$ cat src/sv/gbn_pkg.sv
// ----------------------------------------------------------------------------
// gbn_pkg: shared types, constants and microcode for the go-back-N sender
// Holds field widths, command and result codes, step addresses, the control
// word layout and the microcode table that drives the datapath.
// ----------------------------------------------------------------------------
package gbn_pkg;

  localparam int MAX_PACKETS_DEF = 64;

  localparam int CMD_W    = 2;
  localparam int CNT_IN_W = 7;
  localparam int WIN_W    = 4;
  localparam int ACK_W    = 8;
  localparam int SEQ_W    = 6;
  localparam int KIND_W   = 2;
  localparam int RETRY_W  = 3;
  localparam int UPC_W    = 4;
  localparam int IN_TDATA_W  = 24;
  localparam int OUT_TDATA_W = 8;

  localparam logic [CMD_W-1:0] CMD_START   = 2'd0;
  localparam logic [CMD_W-1:0] CMD_ACK     = 2'd1;
  localparam logic [CMD_W-1:0] CMD_TIMEOUT = 2'd2;

  localparam logic [KIND_W-1:0] KIND_DATA  = 2'd0;
  localparam logic [KIND_W-1:0] KIND_ERROR = 2'd1;
  localparam logic [KIND_W-1:0] KIND_DONE  = 2'd2;
  localparam logic [KIND_W-1:0] KIND_ABORT = 2'd3;

  localparam logic [RETRY_W-1:0] RETRY_RST = 3'd5;

  // Step addresses of the microprogram.
  localparam logic [UPC_W-1:0] S_IDLE   = 4'd0;
  localparam logic [UPC_W-1:0] S_DISP   = 4'd1;
  localparam logic [UPC_W-1:0] S_ERR    = 4'd2;
  localparam logic [UPC_W-1:0] S_START  = 4'd3;
  localparam logic [UPC_W-1:0] S_CHK    = 4'd4;
  localparam logic [UPC_W-1:0] S_GO     = 4'd5;
  localparam logic [UPC_W-1:0] S_DONE   = 4'd6;
  localparam logic [UPC_W-1:0] S_ACK    = 4'd7;
  localparam logic [UPC_W-1:0] S_ACHK   = 4'd8;
  localparam logic [UPC_W-1:0] S_ANEXT  = 4'd9;
  localparam logic [UPC_W-1:0] S_RESEND = 4'd10;
  localparam logic [UPC_W-1:0] S_TMO    = 4'd11;
  localparam logic [UPC_W-1:0] S_TCHK   = 4'd12;
  localparam logic [UPC_W-1:0] S_ABORT  = 4'd13;
  localparam logic [UPC_W-1:0] S_SEND   = 4'd14;

  typedef enum logic [3:0] {
    OP_NONE, OP_CLR_ERR, OP_LOAD, OP_GO, OP_STOP,
    OP_ADV, OP_S_NEXT, OP_S_BASE, OP_INC_TO, OP_SEND
  } op_e;

  typedef enum logic [2:0] {
    C_ALWAYS, C_IN_ACC, C_DISPATCH, C_TOTAL_ZERO, C_BASE_END, C_TO_LIMIT, C_LAST_SEND
  } cond_e;

  typedef enum logic [2:0] {
    EM_NONE, EM_DATA, EM_ERROR, EM_DONE, EM_ABORT
  } emit_e;

  typedef struct packed {
    op_e              op;
    cond_e            cond;
    emit_e            emit;
    logic [UPC_W-1:0] tgt_t;
    logic [UPC_W-1:0] tgt_f;
  } uword_t;

  // Status from the datapath that the sequencer branches on.
  typedef struct packed {
    logic             total_zero;
    logic             base_end;
    logic             to_limit;
    logic             last_send;
    logic             s_lt_end;
    logic [UPC_W-1:0] disp;
  } flags_t;

  typedef struct packed {
    logic              valid;
    logic [KIND_W-1:0] kind;
    logic              last;
  } emit_t;

  typedef struct packed {
    logic [KIND_W-1:0] kind;
    logic [SEQ_W-1:0]  seq;
    logic              last;
  } res_t;

  // Microcode ROM: one control word per step.
  function automatic uword_t ucode(input logic [UPC_W-1:0] addr);
    uword_t w;
    unique case (addr)
      S_IDLE:   w = '{OP_NONE,    C_IN_ACC,     EM_NONE,  S_DISP,  S_IDLE};
      S_DISP:   w = '{OP_NONE,    C_DISPATCH,   EM_NONE,  S_IDLE,  S_IDLE};
      S_ERR:    w = '{OP_CLR_ERR, C_ALWAYS,     EM_ERROR, S_IDLE,  S_IDLE};
      S_START:  w = '{OP_LOAD,    C_ALWAYS,     EM_NONE,  S_CHK,   S_CHK};
      S_CHK:    w = '{OP_NONE,    C_TOTAL_ZERO, EM_NONE,  S_DONE,  S_GO};
      S_GO:     w = '{OP_GO,      C_ALWAYS,     EM_NONE,  S_SEND,  S_SEND};
      S_DONE:   w = '{OP_STOP,    C_ALWAYS,     EM_DONE,  S_IDLE,  S_IDLE};
      S_ACK:    w = '{OP_ADV,     C_ALWAYS,     EM_NONE,  S_ACHK,  S_ACHK};
      S_ACHK:   w = '{OP_NONE,    C_BASE_END,   EM_NONE,  S_DONE,  S_ANEXT};
      S_ANEXT:  w = '{OP_S_NEXT,  C_ALWAYS,     EM_NONE,  S_SEND,  S_SEND};
      S_RESEND: w = '{OP_S_BASE,  C_ALWAYS,     EM_NONE,  S_SEND,  S_SEND};
      S_TMO:    w = '{OP_INC_TO,  C_ALWAYS,     EM_NONE,  S_TCHK,  S_TCHK};
      S_TCHK:   w = '{OP_NONE,    C_TO_LIMIT,   EM_NONE,  S_ABORT, S_RESEND};
      S_ABORT:  w = '{OP_STOP,    C_ALWAYS,     EM_ABORT, S_IDLE,  S_IDLE};
      S_SEND:   w = '{OP_SEND,    C_LAST_SEND,  EM_DATA,  S_IDLE,  S_SEND};
      default:  w = '{OP_NONE,    C_ALWAYS,     EM_NONE,  S_IDLE,  S_IDLE};
    endcase
    return w;
  endfunction

endpackage

$ cat src/sv/gbn_datapath.sv
// ----------------------------------------------------------------------------
// gbn_datapath: transfer state registers of the go-back-N sender
// Holds the latched request, window bookkeeping and retry count, applies the
// operation of the current control word and reports branch flags.
// ----------------------------------------------------------------------------
module gbn_datapath
  import gbn_pkg::*;
#(
  parameter int MAX_PACKETS = MAX_PACKETS_DEF
) (
  input  logic                clk_i,
  input  logic                rst_ni,
  input  logic                in_load_i,
  input  logic [CMD_W-1:0]    command_i,
  input  logic [CNT_IN_W-1:0] packet_count_i,
  input  logic [WIN_W-1:0]    window_i,
  input  logic                file_found_i,
  input  logic [ACK_W-1:0]    ack_seq_i,
  input  logic                cfg_we_i,
  input  logic [RETRY_W-1:0]  cfg_data_i,
  input  op_e                 op_i,
  output flags_t              flags_o,
  output logic [SEQ_W-1:0]    seq_o
);

  localparam int CntW = $clog2(MAX_PACKETS + 1);
  localparam int SumW = ((CntW > WIN_W) ? CntW : WIN_W) + 1;
  localparam int CmpW = (CntW > CNT_IN_W) ? CntW : CNT_IN_W;

  logic [CMD_W-1:0]    cmd_q;
  logic [CNT_IN_W-1:0] cnt_q;
  logic [WIN_W-1:0]    win_in_q;
  logic                found_q;
  logic [ACK_W-1:0]    ack_q;

  logic                active_q, active_d;
  logic [CntW-1:0]     base_q, base_d;
  logic [CntW-1:0]     next_q, next_d;
  logic [CntW-1:0]     total_q, total_d;
  logic [WIN_W-1:0]    win_q, win_d;
  logic [RETRY_W-1:0]  to_q, to_d;
  logic [CntW-1:0]     s_q, s_d;
  logic [RETRY_W-1:0]  maxr_q;

  logic [SumW-1:0]       sum;
  logic [CntW-1:0]       end_v;
  logic [CntW-1:0]       total_ld;
  logic [CntW+ACK_W-1:0] base_x;
  logic                  match;

  always_ff @(posedge clk_i) begin
    if (in_load_i) begin
      cmd_q    <= command_i;
      cnt_q    <= packet_count_i;
      win_in_q <= window_i;
      found_q  <= file_found_i;
      ack_q    <= ack_seq_i;
    end
  end

  // Window end is the smaller of base plus window and the packet total.
  always_comb begin
    sum   = SumW'(base_q) + SumW'(win_q);
    end_v = (sum < SumW'(total_q)) ? CntW'(sum) : total_q;
    total_ld = (CmpW'(cnt_q) > CmpW'(MAX_PACKETS)) ? CntW'(MAX_PACKETS) : CntW'(cnt_q);
    base_x = (CntW + ACK_W)'(base_q);
    match  = (base_x[ACK_W-1:0] == ack_q);
  end

  always_comb begin
    flags_o.total_zero = (total_q == '0);
    flags_o.base_end   = (base_q >= total_q);
    flags_o.to_limit   = (to_q >= maxr_q);
    flags_o.s_lt_end   = (s_q < end_v);
    flags_o.last_send  = ((CntW + 1)'(s_q) + (CntW + 1)'(1)) >= (CntW + 1)'(end_v);
    unique case (cmd_q)
      CMD_START:   flags_o.disp = found_q ? S_START : S_ERR;
      CMD_ACK:     flags_o.disp = !active_q ? S_IDLE : (match ? S_ACK : S_RESEND);
      CMD_TIMEOUT: flags_o.disp = active_q ? S_TMO : S_IDLE;
      default:     flags_o.disp = S_IDLE;
    endcase
  end

  assign seq_o = SEQ_W'(s_q);

  always_comb begin
    active_d = active_q;
    base_d   = base_q;
    next_d   = next_q;
    total_d  = total_q;
    win_d    = win_q;
    to_d     = to_q;
    s_d      = s_q;
    unique case (op_i)
      OP_CLR_ERR: begin
        active_d = 1'b0;
        base_d   = '0;
        next_d   = '0;
        to_d     = '0;
        total_d  = '0;
        win_d    = WIN_W'(1);
      end
      OP_LOAD: begin
        base_d  = '0;
        next_d  = '0;
        to_d    = '0;
        total_d = total_ld;
        win_d   = (win_in_q == '0) ? WIN_W'(1) : win_in_q;
      end
      OP_GO: begin
        active_d = 1'b1;
        s_d      = '0;
      end
      OP_STOP:   active_d = 1'b0;
      OP_ADV: begin
        base_d = base_q + CntW'(1);
        to_d   = '0;
      end
      OP_S_NEXT: s_d = next_q;
      OP_S_BASE: s_d = base_q;
      OP_INC_TO: to_d = to_q + RETRY_W'(1);
      OP_SEND: begin
        if (s_q < end_v) begin
          s_d = s_q + CntW'(1);
        end
        if (end_v > next_q) begin
          next_d = end_v;
        end
      end
      default: begin
      end
    endcase
  end

  always_ff @(posedge clk_i or negedge rst_ni) begin
    if (!rst_ni) begin
      active_q <= 1'b0;
      base_q   <= '0;
      next_q   <= '0;
      total_q  <= '0;
      win_q    <= WIN_W'(1);
      to_q     <= '0;
      s_q      <= '0;
      maxr_q   <= RETRY_RST;
    end else begin
      active_q <= active_d;
      base_q   <= base_d;
      next_q   <= next_d;
      total_q  <= total_d;
      win_q    <= win_d;
      to_q     <= to_d;
      s_q      <= s_d;
      if (cfg_we_i) begin
        maxr_q <= cfg_data_i;
      end
    end
  end

`ifndef SYNTH
  a_win_nonzero: assert property (@(posedge clk_i) disable iff (!rst_ni)
    win_q != '0) else $error("window size dropped to zero");
  a_next_in_range: assert property (@(posedge clk_i) disable iff (!rst_ni)
    next_q <= total_q) else $error("next unsent beyond packet total");
  a_base_le_next: assert property (@(posedge clk_i) disable iff (!rst_ni)
    base_q <= next_q) else $error("base passed the next unsent packet");
`endif

endmodule

$ cat src/sv/gbn_sequencer.sv
// ----------------------------------------------------------------------------
// gbn_sequencer: microprogram counter and branch logic
// Steps through the microcode table, selects the next address from the
// branch flags and holds the step while a result cannot be written out.
// ----------------------------------------------------------------------------
module gbn_sequencer
  import gbn_pkg::*;
(
  input  logic   clk_i,
  input  logic   rst_ni,
  input  logic   in_acc_i,
  input  flags_t flags_i,
  input  logic   out_free_i,
  output logic   in_ready_o,
  output op_e    op_o,
  output emit_t  emit_o
);

  logic [UPC_W-1:0] upc_q, upc_d;
  uword_t           word;
  logic             cond;
  logic             emit_req;
  logic             stall;
  logic [UPC_W-1:0] next_addr;

  always_comb begin
    word = ucode(upc_q);
    unique case (word.cond)
      C_ALWAYS:     cond = 1'b1;
      C_IN_ACC:     cond = in_acc_i;
      C_DISPATCH:   cond = 1'b1;
      C_TOTAL_ZERO: cond = flags_i.total_zero;
      C_BASE_END:   cond = flags_i.base_end;
      C_TO_LIMIT:   cond = flags_i.to_limit;
      C_LAST_SEND:  cond = flags_i.last_send;
      default:      cond = 1'b1;
    endcase
    // A data step emits only while the send pointer is inside the window.
    emit_req = (word.emit != EM_NONE) && !((word.emit == EM_DATA) && !flags_i.s_lt_end);
    stall    = emit_req && !out_free_i;
    if (!cond) begin
      next_addr = word.tgt_f;
    end else if (word.cond == C_DISPATCH) begin
      next_addr = flags_i.disp;
    end else begin
      next_addr = word.tgt_t;
    end
    upc_d = stall ? upc_q : next_addr;
    op_o  = stall ? OP_NONE : word.op;

    emit_o.valid = emit_req && out_free_i;
    emit_o.last  = (word.emit == EM_DATA) ? flags_i.last_send : 1'b1;
    unique case (word.emit)
      EM_ERROR: emit_o.kind = KIND_ERROR;
      EM_DONE:  emit_o.kind = KIND_DONE;
      EM_ABORT: emit_o.kind = KIND_ABORT;
      default:  emit_o.kind = KIND_DATA;
    endcase
  end

  assign in_ready_o = (upc_q == S_IDLE);

  always_ff @(posedge clk_i or negedge rst_ni) begin
    if (!rst_ni) begin
      upc_q <= S_IDLE;
    end else begin
      upc_q <= upc_d;
    end
  end

`ifndef SYNTH
  a_stall_holds: assert property (@(posedge clk_i) disable iff (!rst_ni)
    stall |=> $stable(upc_q)) else $error("step advanced while result was blocked");
`endif

endmodule

$ cat src/sv/gbn_out_reg.sv
// ----------------------------------------------------------------------------
// gbn_out_reg: result output register
// Holds one result until the downstream side takes it.
// ----------------------------------------------------------------------------
module gbn_out_reg
  import gbn_pkg::*;
(
  input  logic clk_i,
  input  logic rst_ni,
  input  logic load_i,
  input  res_t res_i,
  input  logic ready_i,
  output logic free_o,
  output logic valid_o,
  output res_t res_o
);

  logic valid_q;
  res_t res_q;

  assign free_o  = !valid_q || ready_i;
  assign valid_o = valid_q;
  assign res_o   = res_q;

  always_ff @(posedge clk_i or negedge rst_ni) begin
    if (!rst_ni) begin
      valid_q <= 1'b0;
    end else if (free_o) begin
      valid_q <= load_i;
    end
  end

  always_ff @(posedge clk_i) begin
    if (free_o && load_i) begin
      res_q <= res_i;
    end
  end

`ifndef SYNTH
  a_seq_zero: assert property (@(posedge clk_i) disable iff (!rst_ni)
    (valid_q && (res_q.kind != KIND_DATA)) |-> (res_q.seq == '0))
    else $error("non-data result carries a sequence number");
`endif

endmodule

$ cat src/sv/go_back_n_sender_top.sv
// ----------------------------------------------------------------------------
// go_back_n_sender_top: go-back-N ARQ sender control
// Turns start, ack and timeout requests into data sends, error, done and
// abort results under a microcoded sequencer.
// ----------------------------------------------------------------------------
// Usage: each request on the slave stream is a start, an ack, a receive
// timeout or an ignored packet (tuser). The master stream carries results:
// data sends with their sequence number, an error send, done or abort, with
// tlast set on the final result caused by one request. The config channel
// writes the retry limit and is always ready; write it only while idle.
// Throughput: a request is taken only when the sequencer sits in its idle
// step. After a request is accepted, the dispatch step and zero to three
// setup steps run before the first result; then one data send leaves per
// cycle from the send step while the output register is free, and the
// sequencer holds the send step while it is not.
// Reset: the retry limit returns to five, no transfer is active and the
// window is one. No clearing pass is needed.
// Stall: results go through a one-entry output register; when the receiver
// holds tready low the sequencer stays on its emitting step and no further
// requests are taken until the program returns to idle.
// ----------------------------------------------------------------------------
module go_back_n_sender_top
  import gbn_pkg::*;
#(
  parameter int MAX_PACKETS = MAX_PACKETS_DEF
) (
  input  logic                   clk_i,
  input  logic                   rst_ni,
  input  logic                   s_axis_tvalid,
  output logic                   s_axis_tready,
  // packet_count [6:0], window [10:7], file_found [11], ack_seq [19:12]
  input  logic [IN_TDATA_W-1:0]  s_axis_tdata,
  // command [1:0]
  input  logic [CMD_W-1:0]       s_axis_tuser,
  output logic                   m_axis_tvalid,
  input  logic                   m_axis_tready,
  // seq [5:0]
  output logic [OUT_TDATA_W-1:0] m_axis_tdata,
  // kind [1:0]
  output logic [KIND_W-1:0]      m_axis_tuser,
  output logic                   m_axis_tlast,
  input  logic                   cfg_valid_i,
  output logic                   cfg_ready_o,
  input  logic [RETRY_W-1:0]     cfg_data_i
);

  logic             in_acc;
  flags_t           flags;
  op_e              op;
  emit_t            emit;
  logic             out_free;
  logic [SEQ_W-1:0] dp_seq;
  res_t             res_in;
  res_t             res_out;

  // The retry limit register takes a write in any cycle.
  assign cfg_ready_o = 1'b1;
  assign in_acc      = s_axis_tvalid && s_axis_tready;

  gbn_sequencer u_seq (
    .clk_i      (clk_i),
    .rst_ni     (rst_ni),
    .in_acc_i   (in_acc),
    .flags_i    (flags),
    .out_free_i (out_free),
    .in_ready_o (s_axis_tready),
    .op_o       (op),
    .emit_o     (emit)
  );

  gbn_datapath #(
    .MAX_PACKETS (MAX_PACKETS)
  ) u_dp (
    .clk_i          (clk_i),
    .rst_ni         (rst_ni),
    .in_load_i      (in_acc),
    .command_i      (s_axis_tuser),
    .packet_count_i (s_axis_tdata[6:0]),
    .window_i       (s_axis_tdata[10:7]),
    .file_found_i   (s_axis_tdata[11]),
    .ack_seq_i      (s_axis_tdata[19:12]),
    .cfg_we_i       (cfg_valid_i && cfg_ready_o),
    .cfg_data_i     (cfg_data_i),
    .op_i           (op),
    .flags_o        (flags),
    .seq_o          (dp_seq)
  );

  // Only data sends carry a sequence number; all other results carry zero.
  always_comb begin
    res_in.kind = emit.kind;
    res_in.seq  = (emit.kind == KIND_DATA) ? dp_seq : '0;
    res_in.last = emit.last;
  end

  gbn_out_reg u_out (
    .clk_i   (clk_i),
    .rst_ni  (rst_ni),
    .load_i  (emit.valid),
    .res_i   (res_in),
    .ready_i (m_axis_tready),
    .free_o  (out_free),
    .valid_o (m_axis_tvalid),
    .res_o   (res_out)
  );

  assign m_axis_tdata = OUT_TDATA_W'(res_out.seq);
  assign m_axis_tuser = res_out.kind;
  assign m_axis_tlast = res_out.last;

endmodule

$ cat config.mk
export PLATFORM = sky130hd
export DESIGN_NAME = go_back_n_sender_top
export DESIGN_NICKNAME = d
export VERILOG_FILES = /design/src/sv/gbn_pkg.sv /design/src/sv/gbn_datapath.sv /design/src/sv/gbn_sequencer.sv /design/src/sv/gbn_out_reg.sv /design/src/sv/go_back_n_sender_top.sv
export SDC_FILE = /design/constraint.sdc
export NUM_CORES = 1
export LEC_CHECK = 0
export ABC_CLOCK_PERIOD_IN_PS = 6600
export BUFFER_PORTS_ARGS = -buffer_cell sky130_fd_sc_hd__buf_2
export CAP_MARGIN = 30
export CORE_UTILIZATION = 25
export CTS_CLUSTER_SIZE = 30
export DETAILED_ROUTE_END_ITERATION = 10
export HOLD_SLACK_MARGIN = 0.03
export MAX_ROUTING_LAYER = met4
export PLACE_DENSITY = 0.39
export SYNTH_ARGS = -nofsm -noshare
export SYNTH_HDL_FRONTEND = slang
export SYNTH_SLANG_ARGS = --single-unit
$ cat constraint.sdc
create_clock -name clk_i -period 6.6 [get_ports clk_i]
set_input_delay 0.66 -clock clk_i [delete_from_list [all_inputs] [get_ports clk_i]]
set_output_delay 0.66 -clock clk_i [all_outputs]
set_load 0.1 [all_outputs]
==> results of run 1 <==
final timing paths:
| check | depth (start not counted) | slack, ns | endpoint | from |
|---|---|---|---|---|
| max in group asynchronous | 2 | 5.76 | u_dp.next_q[3] | rst_ni |
| min reg2reg | 1 | 0.47 | u_dp.total_q[2] | u_dp.cnt_q[2] |
| max reg2reg | 25 | 0.71 | u_dp.next_q[3] | u_dp.base_q[0] |
| max | 25 | 0.71 | u_dp.next_q[3] | u_dp.base_q[0] |
| min in group clk_i | 1 | 0.47 | u_dp.total_q[2] | u_dp.cnt_q[2] |
| min | 2 | 0.42 | u_dp.maxr_q[1] | rst_ni |
synth_stat cells (all sizes together) (3+ instances only):
cell / number / share of area (%)
o21ai: 45 / 4.2
dfrtp: 41 / 19
ha: 40 / 9.4
inv: 36 / 2.5
nand2: 36 / 2.6
a21oi: 34 / 3.3
edfxtp: 31 / 17
nor2: 27 / 1.9
nand3: 23 / 2.2
nor3: 18 / 2.0
clkbuf: 17 / 1.2
mux2i: 15 / 2.8
buf: 14 / 1.9
and2: 13 / 1.5
xnor2: 12 / 2.1
a22o: 11 / 1.8
nand2b: 10 / 1.2
xor2: 10 / 1.6
or3: 9 / 1.2
o22ai: 8 / 0.94
o31ai: 8 / 1.5
a211oi: 7 / 1.2
nand4: 7 / 0.82
nor2b: 6 / 0.70
a21o: 5 / 0.70
and3: 5 / 0.59
o21a: 5 / 0.70
a31oi: 4 / 0.47
a32oi: 4 / 0.66
mux2: 4 / 0.85
a31o: 3 / 0.49
dfstp: 3 / 1.5
maj3: 3 / 0.56
nor3b: 3 / 0.52
o21bai: 3 / 0.42
o221ai: 3 / 0.49
o2bb2ai: 3 / 0.49
o31a: 3 / 0.49
o32a: 3 / 0.56
per-stage QoR:
stage | utilization [%] | cell area, um^2 | hold slack [ns] | instances
floorplan | - | 5330 | 0.364 | 563
global placement | 27.5 | 5760 | 0.458 | 853
detailed placement | 27.6 | 5780 | 0.459 | 854
CTS | 29.0 | 6090 | 0.450 | 870
global route | 29.0 | 6090 | 0.466 | 870
finish | 29.0 | 6090 | 0.416 | 870
flip-flops by register name, summed over array words and instances (netlist names):
name	cells
u_dp.ack_q	8
u_dp.next_q	7
u_dp.win_q	4
u_out.res_o	9
u_seq.upc_q	4
u_dp.cmd_q	2
u_dp.found_q	1
u_dp.base_q	7
u_dp.s_q	7
u_dp.active_q	1
u_out.valid_o	1
u_dp.cnt_q	7
u_dp.to_q	3
u_dp.total_q	7
u_dp.win_in_q	4
u_dp.maxr_q	3
worst max-delay path: cells and delay by family, from the launching register on:
family	cells	cell delay (ns)
muxes	1	0.25
adders and majority gates	4	1.32
DFF	1	0.49
xor gates and xnor gates	1	0.22
buffers and inverters	2	0.43
and+or+nand+nor	9	1.67
AOI/OAI and AO/OA	8	1.38
kinds of logic after synthesis:
| family | synth area share, % |
|---|---|
| AOI/OAI and AO/OA | 22.1 |
| and+or+nand+nor | 16.2 |
| DFF | 38.2 |
| buffers and inverters | 5.66 |
| adders and majority gates | 10.3 |
| xor gates and xnor gates | 3.76 |
| muxes | 3.66 |
| other | 0.141 |
final cells by class:
class	count	share of cell area, %
Multi-Input combinational cell	421	49.2
Sequential cell	75	33.4
Tap cell	275	5.65
Timing Repair Buffer	47	4.48
Clock buffer	10	3.93
Inverter	36	2.22
Clock inverter	6	1.07
metal layers:
| layer | track usage (%) | vias up | wire length [um] |
|---|---|---|---|
| met5 | - | - | 0 |
| met4 | 4.59 | 0 | 245 |
| met3 | 2.53 | 13 | 719 |
| met2 | 22.7 | 110 | 6660 |
| met1 | 20.2 | 2052 | 7260 |
| li1 | - | 2134 | - |
==> results_dict.tcl, run 1 <==
set metrics [dict create \
    rows 53 \
    max_slew_margin_pct 35.4 \
    grt_max_degree 45 \
    critPathSlowestCell "dfrtp_1" \
    crit_top_cell "ha_1" \
    drv_slew 0 \
    grt_overflow_total 0 \
    grt_usage_pct 14.9 \
    rsz0062_at_grt "no" \
    worst_slew_pin_slew_ns 0.969 \
    nNetsFinal 665 \
    grt_pass1_wl_um 24500 \
    cts_sinks 75 \
    path_class "reg2reg" \
    die_y_um 148 \
    drc 0 \
    layout_common_cells "o21ai_0 (43), dfrtp_1 (41), ha_1 (40), buf_2 (40), inv_1 (36)" \
    status "finished clean" \
    cts_setup_buffers 0 \
    synthCells 562 \
    yosysSeqAreaShare_pct 38.2 \
    syn_area_per_cell_um2 9.48 \
    arrival_ns 6.15 \
    htreeDepth 3 \
    dp_hpwl_um 11200 \
    layout-drive-gt1-share_pct 14.6 \
    layout_setup_ws_ns 0.709 \
    post-route-period-util_pct 89.3 \
    ys_seq_elements 75 \
    clk_pin_slew_worst_paths_ns 0.06 \
    viasPerCell 4.95 \
    tns_ns 0 \
    grt_pass1_vias 4358 \
    num_vias 4309 \
    fin_worst_skew_ns 0.00891 \
    fp.coreArea_um2 21000 \
    finalSetupViolCount 0 \
    crit_path_start_kind "register" \
    antenna_cells 0 \
    dieArea_um2 21900 \
    async_flop_share_pct 58.7 \
    yosys_warnings 0 \
    synth_cell_types 78 \
    fp.dieW_um 148 \
    cp_max_fo 36 \
    cts_hold_buf 0 \
    multiInputGateArea_um2 3000 \
    syn-cell-area_um2 5330 \
    drt_iter0_drc 306 \
    fillCellCount 2233 \
    required_ns 6.86 \
    area_growth_pct 14.2 \
    drt-pass1-iter-count 4 \
    start_util_pct 25.4 \
    holdCritPathClass "in2async" \
    antenna_found_initial 0 \
    ant_nets 0 \
    dp_slack_ns 0.651 \
    cts-buffers-inserted 9 \
    clockRootBuffer "clkbuf_16" \
    final.min_clock_period_ns 5.89 \
    cts_tree "built" \
    max_stage_delay_ns 0.49 \
    synthFlopType "dfrtp_1" \
    routedWlPerCell_um 17.1 \
    fmax_mhz 170 \
    seqCellArea_um2 2040 \
    final_common_cell "o21ai_0" \
    cts.path.max_buffers 2 \
    finalHoldViolations 0 \
    totalWireLength_um 14900 \
    portBuffers 40 \
    maxCapViolations 0 \
    clock_latency_ns 0.35 \
    routabilityCongestion 0.833 \
    cts-resized-gates 0 \
    ios 48 \
    synth_edf_count 31 \
    cp-end-kind "register" \
]
Power of run 1 is left out: the tool's default activity adds up to more than one toggle a clock period on the data nets, which glitch-free logic cannot reach.
==> run 2, diff against run 1 <==
--- a/config.mk
+++ b/config.mk
@@ -8,12 +8,13 @@
 export ABC_CLOCK_PERIOD_IN_PS = 6600
 export BUFFER_PORTS_ARGS = -buffer_cell sky130_fd_sc_hd__buf_2
 export CAP_MARGIN = 30
-export CORE_UTILIZATION = 25
+export CORE_UTILIZATION = 55
 export CTS_CLUSTER_SIZE = 30
 export DETAILED_ROUTE_END_ITERATION = 10
 export HOLD_SLACK_MARGIN = 0.03
 export MAX_ROUTING_LAYER = met4
-export PLACE_DENSITY = 0.39
+export PLACE_DENSITY = 0.74
+export SLEW_MARGIN = 5
 export SYNTH_ARGS = -nofsm -noshare
 export SYNTH_HDL_FRONTEND = slang
 export SYNTH_SLANG_ARGS = --single-unit
==> results_dict.tcl, run 2 (synthesis gave the netlist of run 1 again) <==
set metrics [dict create \
    grt_overflow_total 0 \
    cp-end-kind "register" \
    htreeDepth 3 \
    fin_worst_skew_ns 0.00746 \
    required_ns 6.88 \
    drt-pass1-iter-count 5 \
    fillCellCount 828 \
    cp_max_fo 25 \
    viasPerCell 6.03 \
    maxCapViolations 0 \
    antenna_found_initial 0 \
    clock_latency_ns 0.36 \
    drv_slew 0 \
    final.min_clock_period_ns 5.73 \
    cts_hold_buf 0 \
    post-route-period-util_pct 86.8 \
    grt_usage_pct 28.0 \
    fmax_mhz 175 \
    rrSetupSlack_ns 0.87 \
    drt_iter0_drc 353 \
    cts-buffers-inserted 9 \
    layout-drive-gt1-share_pct 14.8 \
    drc 0 \
    path_depth 25 \
    start_util_pct 57.1 \
    grt_pass1_vias 4250 \
    num_vias 4365 \
    holdCritPathClass "in2async" \
    fp.dieW_um 100 \
    cts_setup_buffers 0 \
    nNetsFinal 665 \
    reg2reg_from "u_dp.base_q[0]" \
    finalSetupViolCount 0 \
    layout_common_cells "o21ai_0 (43), dfrtp_1 (41), ha_1 (40), buf_2 (40), inv_1 (36)" \
    worst_slew_pin_slew_ns 0.916 \
    clockRootBuffer "clkbuf_8" \
    dp_hpwl_um 9470 \
    cts.path.max_buffers 2 \
    area_growth_pct 9.04 \
    cts-resized-gates 0 \
    crit_start "u_dp.base_q[0]" \
    max_stage_delay_ns 0.49 \
    tns_ns 0 \
    timing.rr.end "u_dp.next_q[5]" \
    ios 48 \
    ant_nets 0 \
    final_common_cell "o21ai_0" \
    grt_pass1_wl_um 21000 \
    rsz0062_at_grt "no" \
    die_y_um 100 \
    totalWireLength_um 12700 \
    critPathSlowestCell "dfrtp_1" \
    cts_sinks 75 \
    arrival_ns 6.01 \
    finalHoldViolations 0 \
    path_delay_family "simple AND/OR/NAND/NOR gates" \
    cts_tree "built" \
    dieArea_um2 10100 \
    status "finished clean" \
    rows 35 \
    routedWlPerCell_um 17.6 \
    max_slew_margin_pct 38.9 \
    grt_max_degree 35 \
    antenna_cells 0 \
    clk_pin_slew_worst_paths_ns 0.09 \
    routabilityCongestion 0.928 \
    crit_end "u_dp.next_q[5]" \
    crit_path_start_kind "register" \
    crit_top_cell "ha_1" \
    critical_path_buf_inv_count 2 \
    fp.coreArea_um2 9330 \
    path_class "reg2reg" \
    largest_reg_flops 9 \
    portBuffers 40 \
    r2r_cells 25 \
]
run 2: per-layer routing:
layer  GRT usage, %  vias up  wire length, um
met2           44.6      146             5950
li1               -     2130                -
met1           35.8     2062             5780
met5              -        -                0
met4           11.5        0              329
met3           4.11       27              659
run 2: metrics by stage:
stage,worst slack [ns],hold slack (ns),instances,util [%],area [um^2]
floorplan,1.51,0.364,563,-,5330
global placement,1.08,0.447,706,59.7,5570
detailed placement,0.975,0.450,707,59.9,5590
CTS,0.939,0.283,723,62.0,5790
global route,0.484,0.297,724,62.3,5810
finish,0.871,0.274,724,62.3,5810
run 2: final cells by class:
type / count / area [um^2] / share of cell area (%)
repair buffers: 47 / 283 / 4.87
clock buffers: 9 / 124 / 2.13
flip-flops and latches: 75 / 2040 / 35.0
multi-input cells: 421 / 3000 / 51.6
inverters: 36 / 135 / 2.33
well taps: 129 / 161 / 2.78
clock inverters: 7 / 76.3 / 1.31
run 2: worst reg2reg max path, delay by kind of cell (launching register included):
family,cells,cell delay [ns]
adder cells (fa/ha/maj),4,1.35
flip-flops,1,0.49
AND/OR/NAND/NOR,9,1.66
multiplexers,1,0.25
AO/OA/AOI/OAI,8,1.40
XOR/XNOR,1,0.16
buffers and inverters,2,0.36
run 2: how the worst min path moves through the flow:
stage	end
2_1_floorplan	u_dp.active_q
3_3_place_gp	u_dp.total_q[0]
3_5_place_dp	u_dp.total_q[5]
4_1_cts	u_out.valid_o
5_1_grt	u_out.valid_o
6_report	u_out.valid_o
Power of run 2 is left out for the same reason.
==> run 3, diff against run 2 <==
--- a/config.mk
+++ b/config.mk
@@ -8,6 +8,7 @@
 export ABC_CLOCK_PERIOD_IN_PS = 6600
 export BUFFER_PORTS_ARGS = -buffer_cell sky130_fd_sc_hd__buf_2
 export CAP_MARGIN = 30
+export CORE_ASPECT_RATIO = 0.8
 export CORE_UTILIZATION = 55
 export CTS_CLUSTER_SIZE = 30
 export DETAILED_ROUTE_END_ITERATION = 10
==> results_dict.tcl, run 3 (synthesis gave the netlist of run 1 again) <==
set metrics [dict create \
    status "complete, but fails checks" \
    violations "design-rule violations" \
    cp-end-kind "register" \
    cts_hold_buf 0 \
    crit_path_start_kind "register" \
    timing.rr.end "u_dp.next_q[3]" \
    nNetsFinal 664 \
    cts_tree "built" \
    rrSetupSlack_ns 0.76 \
    cp_max_fo 36 \
    cts-buffers-inserted 9 \
    cts-resized-gates 0 \
    path_class "reg2reg" \
    drt-pass1-iter-count 8 \
    ios 48 \
    fin_worst_skew_ns 0.00559 \
    critPathSlowestCell "dfrtp_1" \
    totalWireLength_um 12700 \
    num_vias 4442 \
    dieArea_um2 10100 \
    ant_nets 0 \
    grt_overflow_total 0 \
    rsz0062_at_grt "no" \
    antenna_cells 0 \
    finalSetupViolCount 0 \
    layout-drive-gt1-share_pct 14.6 \
    r2r_cells 25 \
    clockRootBuffer "clkbuf_16" \
    grt_pass1_wl_um 20800 \
    antenna_found_initial 0 \
    numPlacedInstances 692 \
    drv_slew 0 \
    htreeDepth 3 \
    fmax_mhz 171 \
    grt_max_degree 37 \
    largest_reg_flops 9 \
    tns_ns 0 \
    cts.path.max_buffers 2 \
    final_common_cell "o21ai_0" \
    area_growth_pct 10.4 \
    die_y_um 90.0 \
    post-route-period-util_pct 88.5 \
    drt_iter0_drc 362 \
    routabilityCongestion 0.950 \
    drc 3 \
    rows 31 \
    routedWlPerCell_um 17.9 \
    fp.dieW_um 112 \
    max_slew_margin_pct 38.6 \
    dp_slack_ns 0.860 \
    arrival_ns 6.10 \
    clock_latency_ns 0.34 \
    maxCapViolations 0 \
    stdcell_count 709 \
    cts_setup_buffers 0 \
    dp_hpwl_um 9480 \
    finish.utilization_pct 63.7 \
    layout_setup_ws_ns 0.761 \
    crit_top_cell "ha_1" \
    holdCritPathClass "in2async" \
    viasPerCell 6.27 \
    worst_slew_pin_slew_ns 0.921 \
    grt_pass1_vias 4100 \
    reg2reg_from "u_dp.base_q[0]" \
    clk_pin_slew_worst_paths_ns 0.06 \
    start_util_pct 57.7 \
    grt_usage_pct 27.3 \
    max_stage_delay_ns 0.48 \
    fillCellCount 779 \
    required_ns 6.86 \
    fp.coreArea_um2 9230 \
    finalHoldViolations 0 \
    portBuffers 40 \
    final.min_clock_period_ns 5.84 \
    layout_common_cells "o21ai_0 (43), dfrtp_1 (41), ha_1 (40), buf_2 (40), inv_1 (36)" \
    cts_sinks 75 \
]
==> run 3: cell types whose count changed in the layout (fill, tap and decap cells not counted), moves of 2 or more <==
cell | previous run | this run
inv_8 | 0 | 2
clkinvlp_4 | 2 | 0
clkbuf_8 | 9 | 0
clkbuf_16 | 1 | 9
==> run 3: metal layers <==
metal | vias to the layer above | global-route usage (%) | routed length (um)
li1 | 2134 | - | -
met1 | 2080 | 37.5 | 5880
met2 | 207 | 40.1 | 5560
met3 | 21 | 5.53 | 953
met4 | 0 | 9.89 | 317
met5 | - | - | 0
==> run 3: worst max path at each step <==
stage                     slack (ns)           start  depth (start not counted)        endpoint
final                           0.76  u_dp.base_q[0]                         25  u_dp.next_q[3]
after global routing            0.35  u_dp.base_q[0]                         25  u_dp.next_q[3]
after CTS                       0.83  u_dp.base_q[0]                         25  u_dp.next_q[3]
after detailed placement        0.86  u_dp.base_q[0]                         25  u_dp.next_q[3]
after global placement          0.93  u_dp.base_q[0]                         25  u_dp.next_q[5]
after floorplan                 1.51  u_seq.upc_q[0]                         12  u_seq.upc_q[0]
==> run 3: per-stage QoR <==
stage / hold WS (ns) / area (um^2)
floorplan: 0.364 / 5330
global placement: 0.448 / 5540
detailed placement: 0.451 / 5560
CTS: 0.315 / 5860
global route: 0.332 / 5880
finish: 0.293 / 5880
==> run 3: worst max-delay path, delay by kind of cell (launching register included) <==
kind	cells	cell delay, ns
XOR/XNOR	1	0.20
flip-flops	1	0.48
AO/OA/AOI/OAI	8	1.44
multiplexers	1	0.25
buffers and inverters	2	0.40
adder cells (fa/ha/maj)	4	1.30
AND/OR/NAND/NOR	9	1.66
==> run 3: layout make-up <==
cell class / count / area, um^2 / share of cell area [%]
Multi-Input combinational cell: 421 / 3000 / 50.9
Timing Repair Buffer: 46 / 278 / 4.72
Clock buffer: 9 / 225 / 3.83
Sequential cell: 75 / 2040 / 34.6
Inverter: 36 / 135 / 2.30
Tap cell: 115 / 144 / 2.45
Clock inverter: 7 / 70.1 / 1.19
Power of run 3 is left out for the same reason.
